--- config.mk ---
export PLATFORM = sky130hd
export DESIGN_NAME = unsigned_to_ascii_radix_unit
export DESIGN_NICKNAME = d
export VERILOG_FILES = /design/src/hdl/u2a_pkg.sv /design/src/hdl/u2a_ctrl.sv /design/src/hdl/u2a_datapath.sv /design/src/hdl/unsigned_to_ascii_radix_unit.sv
export SDC_FILE = /design/constraint.sdc
export NUM_CORES = 1
export LEC_CHECK = 0
export ABC_AREA = 1
export BUFFER_PORTS_ARGS = -buffer_cell sky130_fd_sc_hd__buf_2
export CAP_MARGIN = 10
export CORE_MARGIN = 1
export CORE_UTILIZATION = 50
export DETAILED_ROUTE_END_ITERATION = 8
export PLACE_DENSITY = 0.67
export SLEW_MARGIN = 20
export SYNTH_ARGS = -nofsm -noshare
export SYNTH_HDL_FRONTEND = slang
export SYNTH_SLANG_ARGS = --single-unit
export TNS_END_PERCENT = 10
--- constraint.sdc ---
create_clock -name clock -period 24.5 [get_ports clock]
set_clock_uncertainty 0.15 [all_clocks]
set_input_delay 1.225 -clock clock [delete_from_list [all_inputs] [get_ports clock]]
set_output_delay 1.225 -clock clock [all_outputs]
set_load 0.01 [all_outputs]
--- src/hdl/u2a_pkg.sv ---
// Shared types, constants and helpers for the unsigned-to-ASCII radix unit.
package u2a_pkg;

   localparam int DIGIT_SLOTS = 32;
   localparam int SLOT_IDX_W  = (DIGIT_SLOTS > 1) ? $clog2(DIGIT_SLOTS) : 1;
   localparam int SLOT_CNT_W  = $clog2(DIGIT_SLOTS + 1);

   localparam int NUMBER_W = 32;
   localparam int BASE_W   = 5;
   localparam int CHAR_W   = 8;
   localparam int DIGIT_W  = 4;
   localparam int CHUNK_W  = 8;
   localparam int CHUNKS   = NUMBER_W / CHUNK_W;
   localparam int CHUNK_CNT_W = $clog2(CHUNKS);

   localparam logic [BASE_W-1:0] BASE_MIN = BASE_W'(2);
   localparam logic [BASE_W-1:0] BASE_MAX = BASE_W'(16);
   localparam logic [BASE_W-1:0] BASE_BIN = BASE_W'(2);
   localparam logic [BASE_W-1:0] BASE_QUA = BASE_W'(4);
   localparam logic [BASE_W-1:0] BASE_OCT = BASE_W'(8);
   localparam logic [BASE_W-1:0] BASE_HEX = BASE_W'(16);

   localparam logic [CHAR_W-1:0] CHAR_NUL  = 8'h00;
   localparam logic [CHAR_W-1:0] CHAR_ZERO = 8'h30;  // '0'
   localparam logic [CHAR_W-1:0] CHAR_B    = 8'h62;  // 'b'
   localparam logic [CHAR_W-1:0] CHAR_X    = 8'h78;  // 'x'

   localparam logic [CHAR_W-1:0] DIGIT_GLYPHS [16] = '{
      8'h30, 8'h31, 8'h32, 8'h33, 8'h34, 8'h35, 8'h36, 8'h37,
      8'h38, 8'h39, 8'h41, 8'h42, 8'h43, 8'h44, 8'h45, 8'h46
   };

   typedef struct packed {
      logic [NUMBER_W-1:0] number;
      logic [BASE_W-1:0]   base;
   } u2a_req_type;

   typedef struct packed {
      logic [CHAR_W-1:0] char_code;
      logic              last;
      logic              error;
   } u2a_rsp_type;

   typedef enum logic [2:0] {
      ST_IDLE,
      ST_CHECK,
      ST_PREFIX,
      ST_ZERO,
      ST_DIVIDE,
      ST_EMIT
   } u2a_state_type;

   typedef enum logic [1:0] {
      SEL_ERROR,
      SEL_ZERO,
      SEL_PREFIX,
      SEL_DIGIT
   } u2a_sel_type;

   typedef struct packed {
      logic        load;
      logic        div;
      logic        emit;
      u2a_sel_type sel;
      logic        last;
   } u2a_cmd_type;

   typedef struct packed {
      logic base_bad;
      logic base_pfx;
      logic value_zero;
      logic conv_done;
      logic stack_one;
   } u2a_status_type;

endpackage

--- src/hdl/u2a_ctrl.sv ---
// Sequencing state machine: prefix, digit extraction and character output.
module u2a_ctrl
   import u2a_pkg::*;
(
   input  logic           clock,
   input  logic           reset,
   input  logic           start,
   output logic           busy,
   input  u2a_status_type status,
   output u2a_cmd_type    cmd
);

   u2a_state_type state_ff;
   u2a_state_type state_in;

   always_ff @(posedge clock) begin
      if (reset) begin
         state_ff <= ST_IDLE;
      end else begin
         state_ff <= state_in;
      end
   end

   always_comb begin
      state_in = state_ff;
      unique case (state_ff)
         ST_IDLE: begin
            if (start) state_in = ST_CHECK;
         end
         ST_CHECK: begin
            priority if (status.base_bad) state_in = ST_IDLE;
            else if (status.base_pfx)     state_in = ST_PREFIX;
            else if (status.value_zero)   state_in = ST_IDLE;
            else                          state_in = ST_DIVIDE;
         end
         ST_PREFIX: begin
            state_in = status.value_zero ? ST_ZERO : ST_DIVIDE;
         end
         ST_ZERO: begin
            state_in = ST_IDLE;
         end
         ST_DIVIDE: begin
            if (status.conv_done) state_in = ST_EMIT;
         end
         ST_EMIT: begin
            if (status.stack_one) state_in = ST_IDLE;
         end
         default: state_in = ST_IDLE;
      endcase
   end

   always_comb begin
      cmd  = '{load: 1'b0, div: 1'b0, emit: 1'b0, sel: SEL_ZERO, last: 1'b0};
      busy = (state_ff != ST_IDLE);
      unique case (state_ff)
         ST_IDLE: begin
            cmd.load = start;
         end
         ST_CHECK: begin
            priority if (status.base_bad) begin
               cmd.emit = 1'b1;
               cmd.sel  = SEL_ERROR;
               cmd.last = 1'b1;
            end else if (status.base_pfx) begin
               cmd.emit = 1'b1;
               cmd.sel  = SEL_ZERO;
            end else if (status.value_zero) begin
               cmd.emit = 1'b1;
               cmd.sel  = SEL_ZERO;
               cmd.last = 1'b1;
            end else begin
               cmd.emit = 1'b0;
            end
         end
         ST_PREFIX: begin
            cmd.emit = 1'b1;
            cmd.sel  = SEL_PREFIX;
         end
         ST_ZERO: begin
            cmd.emit = 1'b1;
            cmd.sel  = SEL_ZERO;
            cmd.last = 1'b1;
         end
         ST_DIVIDE: begin
            cmd.div = 1'b1;
         end
         ST_EMIT: begin
            cmd.emit = 1'b1;
            cmd.sel  = SEL_DIGIT;
            cmd.last = status.stack_one;
         end
         default: ;
      endcase
   end

endmodule

--- src/hdl/u2a_datapath.sv ---
// Datapath: operand registers, chunked divider, digit stack and output register.
module u2a_datapath
   import u2a_pkg::*;
(
   input  logic           clock,
   input  logic           reset,
   input  u2a_req_type    req_data,
   input  u2a_cmd_type    cmd,
   output u2a_status_type status,
   output logic           rsp_valid,
   output u2a_rsp_type    rsp_data
);

   logic [NUMBER_W-1:0]    work_ff,  work_in;
   logic [BASE_W-1:0]      base_ff,  base_in;
   logic [DIGIT_W-1:0]     rem_ff,   rem_in;
   logic [CHUNK_CNT_W-1:0] chunk_ff, chunk_in;
   logic [SLOT_CNT_W-1:0]  cnt_ff,   cnt_in;
   logic [DIGIT_W-1:0]     digits_ff [DIGIT_SLOTS];
   logic                   rsp_valid_ff, rsp_valid_in;
   u2a_rsp_type            rsp_ff,   rsp_in;

   logic                  is_pow2;
   logic [4:0]            part_rem;
   logic [CHUNK_W-1:0]    quot_byte;
   logic [CHUNK_W-1:0]    in_byte;
   logic [NUMBER_W-1:0]   step_value;
   logic [DIGIT_W-1:0]    step_digit;
   logic                  step_push;
   logic                  pop;
   logic [SLOT_IDX_W-1:0] push_idx;
   logic [SLOT_IDX_W-1:0] top_idx;
   logic [SLOT_CNT_W-1:0] cnt_plus;
   logic [SLOT_CNT_W-1:0] cnt_minus;

   assign is_pow2 = (base_ff == BASE_BIN) || (base_ff == BASE_QUA) ||
                    (base_ff == BASE_OCT) || (base_ff == BASE_HEX);

   // Restoring division of one byte of the dividend per cycle; the partial
   // remainder stays below the base, so five bits suffice.
   always_comb begin
      in_byte   = work_ff[NUMBER_W-1 -: CHUNK_W];
      part_rem  = (chunk_ff == '0) ? 5'd0 : {1'b0, rem_ff};
      quot_byte = '0;
      for (int i = CHUNK_W - 1; i >= 0; i--) begin
         part_rem = {part_rem[3:0], in_byte[i]};
         if (part_rem >= base_ff) begin
            part_rem     = part_rem - base_ff;
            quot_byte[i] = 1'b1;
         end
      end
   end

   always_comb begin
      step_value = work_ff;
      step_digit = part_rem[DIGIT_W-1:0];
      step_push  = 1'b0;
      if (is_pow2) begin
         step_digit = work_ff[DIGIT_W-1:0] & (base_ff[DIGIT_W-1:0] - DIGIT_W'(1));
         step_push  = 1'b1;
         unique case (base_ff)
            BASE_BIN: step_value = work_ff >> 1;
            BASE_QUA: step_value = work_ff >> 2;
            BASE_OCT: step_value = work_ff >> 3;
            default:  step_value = work_ff >> 4;
         endcase
      end else begin
         step_value = {work_ff[NUMBER_W-CHUNK_W-1:0], quot_byte};
         step_push  = (chunk_ff == CHUNK_CNT_W'(CHUNKS - 1));
      end
   end

   assign cnt_plus  = cnt_ff + SLOT_CNT_W'(1);
   assign cnt_minus = cnt_ff - SLOT_CNT_W'(1);
   assign push_idx  = cnt_ff[SLOT_IDX_W-1:0];
   assign top_idx   = cnt_minus[SLOT_IDX_W-1:0];
   assign pop       = cmd.emit && (cmd.sel == SEL_DIGIT);

   always_comb begin
      work_in  = work_ff;
      base_in  = base_ff;
      rem_in   = rem_ff;
      chunk_in = chunk_ff;
      cnt_in   = cnt_ff;
      if (cmd.load) begin
         work_in  = req_data.number;
         base_in  = req_data.base;
         chunk_in = '0;
         cnt_in   = '0;
      end else if (cmd.div) begin
         work_in = step_value;
         if (!is_pow2) begin
            rem_in   = part_rem[DIGIT_W-1:0];
            chunk_in = chunk_ff + CHUNK_CNT_W'(1);
         end
         if (step_push) cnt_in = cnt_plus;
      end else if (pop) begin
         cnt_in = cnt_minus;
      end
   end

   assign status.base_bad   = (base_ff < BASE_MIN) || (base_ff > BASE_MAX);
   assign status.base_pfx   = (base_ff == BASE_BIN) || (base_ff == BASE_HEX);
   assign status.value_zero = (work_ff == '0);
   assign status.conv_done  = cmd.div && step_push &&
                              ((step_value == '0) ||
                               (cnt_plus == SLOT_CNT_W'(DIGIT_SLOTS)));
   assign status.stack_one  = (cnt_ff == SLOT_CNT_W'(1));

   always_comb begin
      rsp_valid_in = cmd.emit;
      rsp_in.last  = cmd.last;
      rsp_in.error = (cmd.sel == SEL_ERROR);
      unique case (cmd.sel)
         SEL_ERROR:  rsp_in.char_code = CHAR_NUL;
         SEL_ZERO:   rsp_in.char_code = CHAR_ZERO;
         SEL_PREFIX: rsp_in.char_code = (base_ff == BASE_BIN) ? CHAR_B : CHAR_X;
         SEL_DIGIT:  rsp_in.char_code = DIGIT_GLYPHS[digits_ff[top_idx]];
         default:    rsp_in.char_code = CHAR_NUL;
      endcase
   end

   always_ff @(posedge clock) begin
      if (reset) begin
         chunk_ff     <= '0;
         cnt_ff       <= '0;
         rsp_valid_ff <= 1'b0;
      end else begin
         chunk_ff     <= chunk_in;
         cnt_ff       <= cnt_in;
         rsp_valid_ff <= rsp_valid_in;
      end
   end

   always_ff @(posedge clock) begin
      work_ff <= work_in;
      base_ff <= base_in;
      rem_ff  <= rem_in;
      rsp_ff  <= rsp_in;
      if (cmd.div && step_push) digits_ff[push_idx] <= step_digit;
   end

   assign rsp_valid = rsp_valid_ff;
   assign rsp_data  = rsp_ff;

endmodule

--- src/hdl/unsigned_to_ascii_radix_unit.sv ---
// Top level of the unsigned-to-ASCII radix unit: controller plus datapath.
// A word is taken on req_data when start is high and busy is low. The unit
// then prints req_data.number in req_data.base as ASCII, most significant
// digit first, one character per rsp_valid strobe; rsp_data.last marks the
// final character. Bases 2 and 16 get a "0b" / "0x" prefix. A base outside
// 2..16 gives a single strobe with error set, last set and char_code zero.
// A prefix, a lone zero or an error word is strobed through the output
// register once the controller has checked base and value; digits follow
// only once extraction has finished. Digits are extracted least significant
// first into a stack and output from its top, one per cycle. For bases 2,
// 4, 8 and 16 each digit comes from a single shift; for other bases the
// divider consumes one byte of the dividend a cycle and pushes a digit once
// all four bytes have passed. busy drops in the cycle the last character is
// strobed, so a new word may be taken then.
// Synchronous reset returns the controller to idle and drops rsp_valid.
// The receiver cannot hold off results; each is shown for one cycle only.
module unsigned_to_ascii_radix_unit
   import u2a_pkg::*;
(
   input  logic        clock,
   input  logic        reset,
   input  logic        start,
   output logic        busy,
   input  u2a_req_type req_data,
   output logic        rsp_valid,
   output u2a_rsp_type rsp_data
);

   u2a_cmd_type    cmd;
   u2a_status_type status;

   u2a_ctrl u_ctrl (
      .clock  (clock),
      .reset  (reset),
      .start  (start),
      .busy   (busy),
      .status (status),
      .cmd    (cmd)
   );

   u2a_datapath u_datapath (
      .clock     (clock),
      .reset     (reset),
      .req_data  (req_data),
      .cmd       (cmd),
      .status    (status),
      .rsp_valid (rsp_valid),
      .rsp_data  (rsp_data)
   );

endmodule

# Yosys cells after proc, flatten, opt, wreduce, memory -nomap -nowiden
# Memory sizes are Yosys's and may differ from the RTL's.
# Index checks and enable logic that the tools add are counted.
op_classes:
  shift: 0
  multipliers: 0
  n_div: 0
  add_sub_neg: 12
  eq_ne: 19
  n_bitwise: 4
  n_reduce_logical: 22
  order_cmp: 11
  n_mux: 49
ops:
  columns: ["op", "n"]
  rows:
  - ["$mux W32", 3]
  - ["$pmux W31 S3", 1]
  - ["$logic_not A32 Y1", 2]
  - ["$mux W4", 11]
  - ["$ge A5 B5 Y1", 8]
  - ["$pmux W8 S4", 1]
  - ["$sub A4 B4 Y4", 8]
  - ["$mux W3", 8]
  - ["$mux W6", 3]
  - ["$mux W1", 16]
  - ["$mux W8", 2]
  - ["$pmux W3 S5", 1]
  - ["$pmux W3 S4", 1]
  - ["$add A6 B1 Y6 const B", 1]
  - ["$eq A2 B2 Y1 const B", 3]
  - ["$eq A3 B2 Y1 const B", 2]
  - ["$eq A3 B3 Y1 const B", 2]
  - ["$eq A6 B1 Y1 const B", 1]
  - ["$eq A6 B6 Y1 const B", 1]
  - ["$logic_or A1 B1 Y1", 6]
  - ["$ne A2 B2 Y1 const B", 3]
  - ["$reduce_and A3 Y1", 2]
  - ["$sub A6 B1 Y6 const B", 1]
  - ["$eq A5 B2 Y1 const B", 1]
  - ["other kinds (23)", 29]
totals:
  mem_bits_rw: 128
  out_inout_bits: 12
  latch_bits: 0
  regBits: 63
  memories: 2
  input_bits: 40
  romBits: 128
memory_table:
  columns: ["name", "words", "word_bits", "read_ports", "rd_clocked_by_memory_dff", "wr", "line", "source"]
  rows:
  - ["(name not given)", 16, 8, 1, 0, 0, "u2a_datapath.sv:118", "SEL_DIGIT: rsp_in.char_code = DIGIT_GLYPHS[digits_ff[top_idx]];"]
  - ["u_datapath.digits_ff", 32, 4, 1, 0, 1, "u2a_datapath.sv:19", "logic [DIGIT_W-1:0] digits_ff [DIGIT_SLOTS];"]

# Depth between registers and ports, before layout
logic_depth:
  ltp_word: 24
  depth_mapped: 78
  depth_no_buf: 78

# Modules after synthesis
# Synthesis repeated with hierarchy kept, for this count alone.
hier_totals:
  cells_unflattened: 1406
  area_unflattened_um2: 11618.6
modules_own_cells:
  columns: ["module", "instances", "cells_per_inst", "area_per_inst_um2", "seq_area_each_um2"]
  rows:
  - ["u2a_datapath", 1, 1352, 11328.4, 5435.2]
  - ["u2a_ctrl", 1, 54, 290.3, 60.1]

# Least setup slack after synthesis
# OpenSTA, ideal clock, no wires.
synth_path:
  kind: "register to register"
  startpoint: "register u_datapath.base_ff[1]"
  endpoint: "memory u_datapath.digits_ff[0][3] (data pin)"
  period_less_slack_ns: 9.872
  arrival_time_ns: 9.159
  slack_ns: 14.628
  path_stages_with_launch: 67
  t_required_ns: 23.787
  path_cell_list: "edfxtp_1 > inv_1 > nand2_1 > nand2_1 > ha_1 > inv_1 > nand2_1 > xor2_1 > nand2_1 > o21ai_0 > ha_1 > nand2_1 > o21ai_0 > nor2_1 > nand2_1 > inv_1 > or2_2 > o21ai_0 > [... 31 more ...] > ha_1 > a21oi_1 > o21ai_0 > nor2_1 > nand2_1 > inv_1 > nand2_1 > o21ai_0 > ha_1 > a21oi_1 > o21ai_0 > nor2_1 > nand2_1 > inv_1 > nand2_1 > o21ai_0 > nand2_1 > o41ai_1"
synth_via:
  elab_chain_len: 17
synth_lines:
  columns: ["element", "line", "source"]
  rows:
  - ["start: declaration", "u2a_datapath.sv:15", "logic [BASE_W-1:0] base_ff, base_in;"]
  - ["start signal: assignment", "u2a_datapath.sv:137", "base_ff <= base_in;"]
  - ["$sub A4 B4 Y4 or $ge A5 B5 Y1 (tied branches)", "u2a_datapath.sv:48, u2a_datapath.sv:47", null]
  - ["$mux W4", "u2a_datapath.sv:47", "if (part_rem >= base_ff) begin"]
  - ["$sub A4 B4 Y4 or $ge A5 B5 Y1 (tied branches)", "u2a_datapath.sv:48, u2a_datapath.sv:47", null]
  - ["$mux W4", "u2a_datapath.sv:47", null]
  - ["$sub A4 B4 Y4 or $ge A5 B5 Y1 (tied branches)", "u2a_datapath.sv:48, u2a_datapath.sv:47", null]
  - ["$mux W4", "u2a_datapath.sv:47", null]
  - ["$ge A5 B5 Y1 or $sub A4 B4 Y4 (tied branches)", "u2a_datapath.sv:47, u2a_datapath.sv:48", null]
  - ["$mux W4", "u2a_datapath.sv:47", null]
  - ["[... 3 more ...]", null, null]
  - ["$mux W4", "u2a_datapath.sv:47", null]
  - ["$ge A5 B5 Y1 or $sub A4 B4 Y4 (tied branches)", "u2a_datapath.sv:47, u2a_datapath.sv:48", null]
  - ["$mux W4", "u2a_datapath.sv:47", null]
  - ["$sub A4 B4 Y4 or $ge A5 B5 Y1 (tied branches)", "u2a_datapath.sv:48, u2a_datapath.sv:47", null]
  - ["$mux W4 *", "u2a_datapath.sv:47", null]
  - ["net u_datapath.part_rem[3]", "u2a_datapath.sv:24", "logic [4:0] part_rem;"]
  - ["$mux W4 *", "u2a_datapath.sv:58", "if (is_pow2) begin"]
  - ["net u_datapath.step_digit[3]", "u2a_datapath.sv:28", "logic [DIGIT_W-1:0] step_digit;"]
  - ["end: declaration", "u2a_datapath.sv:19", null]
# The timed path passes the listed nets; every way through them passes the cells marked *.

# Worst setup path after layout
layout_path:
  startpoint: "register u_datapath.base_ff[1]"
  endpoint: "register u_ctrl.state_ff[0]"
layout_via:
  elab_chain_len: 22
layout_lines:
  columns: ["element", "line", "source"]
  rows:
  - ["$sub A4 B4 Y4 or $ge A5 B5 Y1 (tied branches)", "u2a_datapath.sv:48, u2a_datapath.sv:47", null]
  - ["$mux W4", "u2a_datapath.sv:47", null]
  - ["$sub A4 B4 Y4 or $ge A5 B5 Y1 (tied branches)", "u2a_datapath.sv:48, u2a_datapath.sv:47", null]
  - ["$mux W4", "u2a_datapath.sv:47", null]
  - ["$sub A4 B4 Y4 or $ge A5 B5 Y1 (tied branches)", "u2a_datapath.sv:48, u2a_datapath.sv:47", null]
  - ["$mux W4", "u2a_datapath.sv:47", null]
  - ["$ge A5 B5 Y1 or $sub A4 B4 Y4 (tied branches)", "u2a_datapath.sv:47, u2a_datapath.sv:48", null]
  - ["$mux W4", "u2a_datapath.sv:47", null]
  - ["[... 6 more ...]", null, null]
  - ["$ge A5 B5 Y1", "u2a_datapath.sv:47", null]
  - ["$mux W1", "u2a_datapath.sv:47", null]
  - ["$mux W32", "u2a_datapath.sv:58", null]
  - ["$logic_not A32 Y1", "u2a_datapath.sv:106", "((step_value == '0) ||"]
  - ["$logic_or A1 B1 Y1", "u2a_datapath.sv:106", null]
  - ["$logic_and A1 B1 Y1", "u2a_datapath.sv:105", "assign status.conv_done = cmd.div && step_push &&"]
  - ["$ne A2 B2 Y1 (no source line)", null, null]
  - ["$reduce_and A3 Y1 (no source line)", null, null]
  - ["end signal: assignment", "u2a_ctrl.sv:20", "state_ff <= state_in;"]
  - ["end: declaration", "u2a_ctrl.sv:13", "u2a_state_type state_ff;"]
# Parallel ways exist; a longest one is shown, timed or not.
# A chain may end at the register's enable or synchronous reset.

==> summary.md <==
| Metric | Value |
|---|---|
| Outcome | `completed` |
| Post-CTS Setup Repair Bufs | `0` |
| Crit path max-delay cell type | `edfxtp_1` |
| Most common cell after layout, fill and taps aside | `nand2_1` |
| Hold buffers post-CTS | `0` |
| CP Class | `reg -> reg` |
| Post-synthesis sequential area ratio | `48.1%` |
| WL met1 | `13000 microns` |
| Vert. Die Dim | `153 microns` |
| Worst reg2reg path depth | `68` |
| Slew @ Worst Pin | `0.927 ns` |
| Crit-path max cell delay | `0.71 ns` |
| Mapped Area | `11400 sq um` |
| CP Buf/Inv Count | `7` |
| WL/cell | `18.1 microns` |
| 1st-iter DRT viols | `797` |
| RSZ-0062 raised after global routing | `no` |
| Vias in the first global route | `9216` |
| Site row count | `54` |
| DR vias | `9705` |
| Vias per cell | `5.76` |
| Core Region | `22100 sq um` |
| Cell depth of the worst hold path | `2` |
| Instance count on the critical path | `68` |
| Post-cts repair resize count | `0` |
| Setup slack after layout | `13.09 ns` |
| Proportion of layout cells with a drive suffix above 1 | `9.17%` |
| Root Buffer | `clkbuf_16` |
| Chip width | `153 microns` |
| Delay-heaviest family, CP | `simple AND/OR/NAND/NOR gates` |
| Final Slew Violations | `0` |
| Async set or reset register ratio after synthesis | `0%` |
| Htree depth | `4` |
| Largest net degree at the start of global routing | `69` |
| Most frequent cells in the layout | `325 x nand2_1, 185 x nor2_1, 169 x edfxtp_1` |
| CP endpoint kind | `flip-flop` |
| Total wire length | `30500 microns` |
| EDFF count, synth | `169` |
| Crit start category | `flip-flop` |
| Required @ worst endpoint | `24.73 ns` |
| Fin Setup TNS | `0 ns` |
| Dominant synthesized flop cell | `edfxtp_1` |
| Post-DP HPWL | `20600 microns` |
| Synth-to-layout area growth | `9.77%` |
| Clock-pin slew on the worst setup and hold paths | `0.08 ns` |
| Initial Util | `51.7%` |
| Total CTS buffers | `17` |
| Diode count | `0` |
| GP Congestion | `0.931` |
| Post-route DRC | `0` |
| CTS tree | `yes` |
| Yosys Warn Count | `0` |
| Worst slew margin | `38.1%` |
| Worst-path maximum fanout | `13` |
| Max cap viols | `0` |
| Syn Area/Cell | `8.36 sq um` |
| I/O pin total | `52` |
| Nets | `1490` |
| Max Used Layer | `met4` |
| Global-route wire length before repair | `49100 microns` |
| Tightest Hold Check Type | `reg -> reg` |
| DIE AREA | `23400 sq um` |
| Post-place setup slack | `13.35 ns` |
| Clk sink count | `190` |
| Filler Cell Count | `1986` |
| Met3 Routed Length | `2280 microns` |
| ANT nets after route | `0` |
| Seq cells post-synth | `190` |
| Period utilization | `46.6%` |
| Cell mode on critical path | `nand2_1` |
| Cell variety after synth | `49` |
| CP arrival | `11.64 ns` |
| Clock period minus final worst setup slack | `11.41 ns` |
| Initial antenna violation count | `0` |
| Count of final setup violators | `0` |
| Net Count, Synth | `1462` |
| IO Port Bufs | `50` |
| DR WL met2 | `14400 microns` |
| GRT Util Overall | `26.9%` |
| Cells after Synth | `1365` |
| Drt pass-1 iters | `6` |
| Grt total ovfl | `0` |
| Clock Latency Late Sink | `0.45 ns` |
| Bufs on Longest Clock Path | `2` |
| Final hold violations | `0` |
| Fmax | `87.7 MHz` |
## synth_stat cells (all sizes together), types with 2 or more instances
cell    instances  area [sq um]
nor2          193           757
xor2           15           146
clkbuf         32           120
nand4          17           106
nor4           10          62.6
edfxtp        169          5070
nor3           13          65.1
o221ai         14           123
buf            22           150
a22oi           4          30.0
ha             50           626
a32o            3          30.0
xnor2           6          52.6
clkinv          2          7.51
o211ai          9          67.6
o22ai          18           113
a221oi          2          17.5
a31oi           6          37.5
dfxtp          21           420
o31ai           3          22.5
a211oi         10          75.1
nand3          70           355
o21ai         145           729
fa              7           140
inv           140           526
a21oi          41           213
or2             5          31.3
nand2         329          1240
## metal layers
metal | vias to the layer above | GRT usage, %
li1 | 4701 | -
met3 | 59 | 3.80
met5 | - | 0
met4 | 0 | 11.6
met1 | 4513 | 35.6
met2 | 432 | 44.1
## worst paths after layout
path | from | slack [ns] | end
setup / recovery | u_datapath.base_ff[1] | 13.09 | u_ctrl.state_ff[0]
hold / removal | u_datapath.chunk_ff[1] | 0.35 | u_datapath.chunk_ff[1]
hold reg to reg | u_datapath.chunk_ff[1] | 0.35 | u_datapath.chunk_ff[1]
setup reg to reg | u_datapath.base_ff[1] | 13.09 | u_ctrl.state_ff[0]
## worst register-to-register path, delay by kind of cell (launching register included)
| kind | cells | cell delay (ns) |
|---|---|---|
| AO/OA/AOI/OAI | 16 | 2.55 |
| buffers and inverters | 7 | 1.15 |
| AND/OR/NAND/NOR | 38 | 4.48 |
| adder cells (fa/ha/maj) | 7 | 2.31 |
| flip-flops | 1 | 0.71 |
## cell type report
type | instances | area [sq um] | area share, %
clock inverter | 15 | 193 | 1.54
timing repair buffer | 63 | 359 | 2.87
tap | 280 | 350 | 2.80
multi-input combinational | 979 | 5170 | 41.3
sequential | 190 | 5500 | 43.9
clock buffer | 17 | 425 | 3.40
inverter | 142 | 533 | 4.25
## flip-flops by register name (all words and copies together) (netlist names)
| signal | flops |
|---|---|
| u_datapath.cnt_ff | 6 |
| u_ctrl.state_ff | 3 |
| u_datapath.rsp_data | 9 |
| u_datapath.chunk_ff | 2 |
| u_datapath.digits_ff | 128 |
| u_datapath.rsp_valid | 1 |
| u_datapath.rem_ff | 4 |
| u_datapath.work_ff | 32 |
| u_datapath.base_ff | 5 |
## stage by stage
step                      utilization [%]  std cells  instance area (sq um)  hold WS [ns]
after floorplan                         -       1365                  11400         0.308
after global placement               53.8       1652                  11900         0.326
after detailed placement             53.8       1652                  11900         0.337
after CTS                            56.6       1684                  12500         0.348
after global routing                 56.7       1686                  12500         0.372
final                                56.7       1686                  12500         0.346
## cells by family (layout without fill, tap and decap cells)
| logic type | Yosys count | in the layout | synth area share, % |
|---|---|---|---|
| XOR/XNOR | 21 | 21 | 1.74 |
| adder cells (fa/ha/maj) | 57 | 57 | 6.71 |
| AO/OA/AOI/OAI | 260 | 260 | 13.2 |
| AND/OR/NAND/NOR | 640 | 640 | 23.2 |
| other | 1 | 1 | 0.0329 |
| buffers and inverters | 196 | 237 | 7.04 |
| flip-flops | 190 | 190 | 48.1 |
Power is left out: the tool's default activity adds up to more than one toggle a clock period on the data nets, which glitch-free logic cannot reach.
